`src/hw/rtl/twsa_pkg.sv`:
```
// ----------------------------------------------------------------------------
// twsa_pkg
// shared constants and payload types for the traffic window statistics block
// ----------------------------------------------------------------------------
package twsa_pkg;

    localparam int WINDOW_DEPTH = 256;
    localparam int PTR_W        = $clog2(WINDOW_DEPTH);
    localparam int CNT_W        = $clog2(WINDOW_DEPTH + 1);
    localparam int BYTES_W      = 23;
    localparam int RATE_W       = 32;
    // window sum never exceeds WINDOW_DEPTH full-scale samples
    localparam int SUM_W        = RATE_W + PTR_W;

    localparam logic [BYTES_W-1:0] BYTES_SAT    = 23'd4473924;
    localparam logic [RATE_W-1:0]  BPS_PER_BYTE = 32'd480;
    localparam logic [RATE_W-1:0]  FLOOR_RESET  = 32'd1024;

    // 1-2-5 steps up to 2e9, ascending
    localparam int SCALE_N     = 29;
    localparam int SCALE_IDX_W = $clog2(SCALE_N);
    localparam logic [RATE_W-1:0] SCALE_STEPS [SCALE_N] = '{
        32'd1,         32'd2,         32'd5,
        32'd10,        32'd20,        32'd50,
        32'd100,       32'd200,       32'd500,
        32'd1000,      32'd2000,      32'd5000,
        32'd10000,     32'd20000,     32'd50000,
        32'd100000,    32'd200000,    32'd500000,
        32'd1000000,   32'd2000000,   32'd5000000,
        32'd10000000,  32'd20000000,  32'd50000000,
        32'd100000000, 32'd200000000, 32'd500000000,
        32'd1000000000, 32'd2000000000
    };

    typedef struct packed {
        logic [BYTES_W-1:0] in_bytes;
        logic [BYTES_W-1:0] out_bytes;
    } in_t;

    typedef struct packed {
        logic [RATE_W-1:0] window_max;
        logic [RATE_W-1:0] window_avg;
        logic [RATE_W-1:0] session_peak;
        logic [RATE_W-1:0] display_scale;
    } out_t;

endpackage

```
`src/hw/rtl/twsa_div.sv`:
```
// ----------------------------------------------------------------------------
// twsa_div
// restoring divider, one quotient bit per cycle, window sum by sample count
// ----------------------------------------------------------------------------
module twsa_div (
    input  logic                        clk,
    input  logic                        rst_n,
    input  logic                        start,
    input  logic [twsa_pkg::SUM_W-1:0]  dividend,
    input  logic [twsa_pkg::CNT_W-1:0]  divisor,
    output logic                        busy,
    output logic [twsa_pkg::RATE_W-1:0] quotient
);

    localparam int STEP_W = $clog2(twsa_pkg::SUM_W + 1);

    logic [twsa_pkg::CNT_W-1:0] rem_reg;
    logic [twsa_pkg::CNT_W-1:0] rem_next;
    logic [twsa_pkg::SUM_W-1:0] quo_reg;
    logic [twsa_pkg::SUM_W-1:0] quo_next;
    logic [twsa_pkg::CNT_W-1:0] div_reg;
    logic [STEP_W-1:0]          step_reg;
    logic                       busy_reg;
    logic [twsa_pkg::CNT_W:0]   shifted;
    logic                       q_bit;

    always_comb
    begin
        shifted = {rem_reg, quo_reg[twsa_pkg::SUM_W-1]};
        q_bit   = (shifted >= {1'b0, div_reg});
        if (q_bit)
        begin
            rem_next = twsa_pkg::CNT_W'(shifted - {1'b0, div_reg});
        end
        else
        begin
            rem_next = shifted[twsa_pkg::CNT_W-1:0];
        end
        quo_next = {quo_reg[twsa_pkg::SUM_W-2:0], q_bit};
    end

    always_ff @(posedge clk or negedge rst_n)
    begin
        if (!rst_n)
        begin
            rem_reg  <= '0;
            quo_reg  <= '0;
            div_reg  <= '0;
            step_reg <= '0;
            busy_reg <= 1'b0;
        end
        else if (start)
        begin
            rem_reg  <= '0;
            quo_reg  <= dividend;
            div_reg  <= divisor;
            step_reg <= STEP_W'(twsa_pkg::SUM_W);
            busy_reg <= 1'b1;
        end
        else if (busy_reg)
        begin
            rem_reg  <= rem_next;
            quo_reg  <= quo_next;
            step_reg <= step_reg - 1'b1;
            busy_reg <= (step_reg != STEP_W'(1));
        end
    end

    assign busy     = busy_reg;
    // mean of 32-bit samples always fits in 32 bits
    assign quotient = quo_reg[twsa_pkg::RATE_W-1:0];

endmodule

```
`config.mk`:
```
export PLATFORM = sky130hd
export DESIGN_NAME = twsa_div
export DESIGN_NICKNAME = d
export VERILOG_FILES = /design/src/hw/rtl/twsa_pkg.sv /design/src/hw/rtl/twsa_div.sv
export SDC_FILE = /design/constraint.sdc
export NUM_CORES = 1
export LEC_CHECK = 0
export BUFFER_PORTS_ARGS = -buffer_cell sky130_fd_sc_hd__buf_2
export CAP_MARGIN = 10
export CORE_MARGIN = 3
export CORE_UTILIZATION = 49
export CTS_CLUSTER_SIZE = 16
export DETAILED_ROUTE_END_ITERATION = 10
export PLACE_DENSITY = 0.8
export REMOVE_ABC_BUFFERS = 1
export SLEW_MARGIN = 40
export SYNTH_ARGS = -nofsm -noshare
export SYNTH_HDL_FRONTEND = slang
export SYNTH_SLANG_ARGS = --single-unit
```
`constraint.sdc`:
```
create_clock -name clk -period 2.2 [get_ports clk]
set_input_delay 0.22 -clock clk [delete_from_list [all_inputs] [get_ports clk]]
set_output_delay 0.22 -clock clk [all_outputs]
set_load 0.02 [all_outputs]
```
==> summary.md <==
For the maximum number of pins on one net before global-route repair, the log shows 44. The count of final hold-check violations was 0. The floorplan step defined a core boundary enclosing 7370 sq um.

The final antenna diode count was 0; the area growth from synthesis to layout was 15.8%. For the share of total power in the clock network, the log shows 0.230. The number of rows created at floorplan is 31, and the post-detailed-route DRC marker count is 0. Synthesis inferred 65 register bits.

The average instance in the mapped netlist occupies 9.69 sq um. On the final layout, the worst clock skew is 12.9 ps. Setup repair after global routing could not meet its margin everywhere. In the layout the commonest cells are sky130_fd_sc_hd__buf_2, sky130_fd_sc_hd__dfrtp_1, sky130_fd_sc_hd__nand2_1. Timing would allow up to 433 MHz. The total power per unit cell area came out at 1000 nW/um^2. Sorting the synthesized cells by area gives the leading types as sky130_fd_sc_hd__dfrtp_1, sky130_fd_sc_hd__mux2i_1, sky130_fd_sc_hd__o21ai_0.

The tightest hold path in the finished design has a slack of 78.6 ps. Maximum fanout encountered on the critical timing path: 6. Once placement completed, the tool counted placed cells totaling 535. The switching portion of total power came out at 0.373. The tree is rooted in a sky130_fd_sc_hd__clkbuf_8. For the post-route non-filler standard cell count, the log shows 556.

The first global-routing pass estimated 13600 um of wire. For the initial core utilization, the log shows 0.514. Summed over all nets, the switching power comes to 1.64 mW.

The clock transition time at the flip-flop clock pins of the worst setup and hold paths works out to 80 ps. The die is 93.9 um tall. No sink is reached through more buffers than the 2 on the longest clock path. The number of failing setup endpoints in the final timing report was 8; the boundary pin count was 85. The class of the most critical setup path is flop to flop. Summing over every cut layer, the via total after detailed routing is 2951.

In this run, the number of DRC markers left after iteration 0 of detailed routing was 138. The final layout contains 516 nets. During synthesis, Yosys emitted a total of 0 warnings. For the worst setup path, the data required time is 2430 ps. The die is 93.9 um wide. The post-route clock period utilization was 1.05. The post-route setup TNS came out at -503 ps.

The run gives 65 as the sink count of the clock tree. For the all-layer global routing usage, the log shows 0.194. The tools report the kind of end point of the critical path as a flop. In the synthesized netlist the dominant register cell turns out to be sky130_fd_sc_hd__dfrtp_1. Length of the first detailed-routing pass in iterations: 5. After detailed routing, the number of vias per cell comes to 5.31. The number of max-slew violations in the final report was 0; the placed instance area was 4080 sq um. The die covers 8820 sq um. TritonCTS built the clock tree. Classification of the worst-slack hold path: primary input to flop. The flow ran to the end, but the final reports show violations. The design draws 4.40 mW. The tools report the combinational share of power as 0.422. The number of enable flip-flop cells after synthesis is 0, and the top-area cell type share of the netlist area is 0.429. The slew at the pin closest to its max-slew limit is 673 ps. The biggest area contributor in the post-synthesis netlist is sky130_fd_sc_hd__dfrtp_1.

The number of maximum-capacitance violations is 0. The register with the most flip-flops in the layout has 40 of them. The sum of routed wire length over all layers is 8060 um, and the fraction of synthesis flops using an asynchronous set or reset pin is 1.00. The logs give 0 for the number of antenna-violating nets in the routed design and 2540 ps for the arrival time at the worst endpoint. The routed design could run at a clock period as short as 2310 ps. Number of antenna violations at the first check in global routing: 0. The run gives 0 as the global route total overflow. VDD sags by at most 0.428 mV. Sequential fraction of the synthesis area: 0.429. The CTS buffer count is 9, and the maximum level of the CTS H-tree is 3.

The worst-case setup margin in the final layout is -112 ps. The startpoint kind of the worst setup timing path is a flop. After routing the design area is 4390 sq um. The setup check on the worst reg-to-reg path leaves a slack of -110 ps.

For the leakage power, the log shows 2.34 nW. At the placement stage, the worst setup path has a slack of -271 ps. Via count of the first global-routing pass: 2885. Cell internal power was estimated by the tool at 2.76 mW. Leaving out fill and tap cells, the most frequent cell in the layout is sky130_fd_sc_hd__buf_2.

The final core utilization was 0.595. For the detailed placer's ending HPWL, the log shows 5690 um. The worst slew margin relative to its limit was 0.551. In this run, distinct cell masters in the synthesized netlist total 50. Routed length per instance: 14.5 um. The run gives 391 as the number of standard cells after synthesis.

The checks that failed: negative setup slack. For the clock insertion delay at the later pin of the skew report, the log shows 340 ps. Share of post-route cells with drive strength above 1: 0.313. The combined area of all synthesized cells is 3790 sq um, and the global placement routability congestion is 0.890. The tools report the power share of the sequential group as 0.349. In this run the tool buffered the top-level ports with 84 buffer cells.
==> area by class of cell <==
type                    instances  area, sq um
well taps                      99          124
clock buffers                  11          141
flip-flops and latches         65         1630
inverters                      14         52.6
fillers                       638         2980
clock inverters                 5         55.1
repair buffers                107          632
multi-input cells             255         1750
==> critical path, cell delays in order, from the launching register on <==
cell and delay, ps:
sky130_fd_sc_hd__dfrtp_1 390, sky130_fd_sc_hd__ha_2 200, sky130_fd_sc_hd__fa_2 340, sky130_fd_sc_hd__nand2b_4 160, sky130_fd_sc_hd__a211oi_4 230, sky130_fd_sc_hd__buf_6 140, sky130_fd_sc_hd__o2111a_2 260, sky130_fd_sc_hd__buf_4 140
sky130_fd_sc_hd__o21ai_0 80, sky130_fd_sc_hd__a311oi_1 260
==> repair_timing <==
item / 4_1_cts / 5_1_grt
hold buffers: 1 / 0
resized for setup: 15 / 6
buffers inserted: 1 / 3
endpoints found under the hold margin: 27 / 0
pin swaps: 9 / 10
endpoints found under the setup margin: 10 / 9
==> synthesized netlist by cell type (2+ instances only) <==
| cell | instances |
|---|---|
| sky130_fd_sc_hd__a2111oi_0 | 2 |
| sky130_fd_sc_hd__a211o_1 | 2 |
| sky130_fd_sc_hd__a211oi_1 | 3 |
| sky130_fd_sc_hd__a21o_1 | 3 |
| sky130_fd_sc_hd__a21oi_1 | 6 |
| sky130_fd_sc_hd__a311oi_1 | 8 |
| sky130_fd_sc_hd__buf_2 | 5 |
| sky130_fd_sc_hd__buf_4 | 32 |
| sky130_fd_sc_hd__buf_6 | 4 |
| sky130_fd_sc_hd__clkbuf_1 | 11 |
| sky130_fd_sc_hd__clkbuf_8 | 4 |
| sky130_fd_sc_hd__dfrtp_1 | 65 |
| sky130_fd_sc_hd__ha_1 | 11 |
| sky130_fd_sc_hd__inv_1 | 14 |
| sky130_fd_sc_hd__mux2i_1 | 40 |
| sky130_fd_sc_hd__nand2_1 | 58 |
| sky130_fd_sc_hd__nand2b_1 | 2 |
| sky130_fd_sc_hd__nand3_1 | 10 |
| sky130_fd_sc_hd__nor2_1 | 16 |
| sky130_fd_sc_hd__nor2b_1 | 2 |
| sky130_fd_sc_hd__nor3_1 | 2 |
| sky130_fd_sc_hd__nor4b_1 | 2 |
| sky130_fd_sc_hd__o211ai_1 | 2 |
| sky130_fd_sc_hd__o21ai_0 | 54 |
| sky130_fd_sc_hd__o21bai_1 | 2 |
| sky130_fd_sc_hd__xnor2_1 | 4 |
| sky130_fd_sc_hd__xor2_1 | 4 |
==> logic make-up after synthesis <==
family | Yosys count | share of synthesized area
buf+inv | 71 | 0.123
simple gates | 103 | 0.125
xor+xnor | 8 | 0.0185
compound gates | 91 | 0.155
mux | 41 | 0.109
flops | 65 | 0.429
fa+ha+maj | 12 | 0.0416
==> worst paths after layout <==
check / from / end / depth (start not counted)
max in group asynchronous: rst_n / busy / 3
hold / removal: dividend[31] / quo_reg[31] / 3
min in group asynchronous: rst_n / quo_reg[15] / 2
hold reg to reg: div_reg[6] / div_reg[6] / 2
setup / recovery: div_reg[0] / rem_reg[4] / 9
setup reg to reg: div_reg[0] / rem_reg[4] / 9
==> routing by layer <==
layer  track usage  vias to the layer above  share of wire
li1              -                     1446              -
met2         0.310                      114           0.47
met5             0                        -              0
met4        0.0698                        0          0.018
met3        0.0561                       21          0.075
met1         0.252                     1370           0.43
==> power groups by stage <==
stage | Clock, mW | Sequential, mW | Combinational [mW]
CTS | 1.04 | 1.53 | 1.77
finish | 1.01 | 1.53 | 1.86
detailed placement | 0 | 1.54 | 1.65
floorplan | 0 | 1.59 | 1.04
global placement | 0 | 1.54 | 1.57
global route | 1.11 | 1.56 | 2.03
No activity file was read; power rests on OpenSTA's default activity.
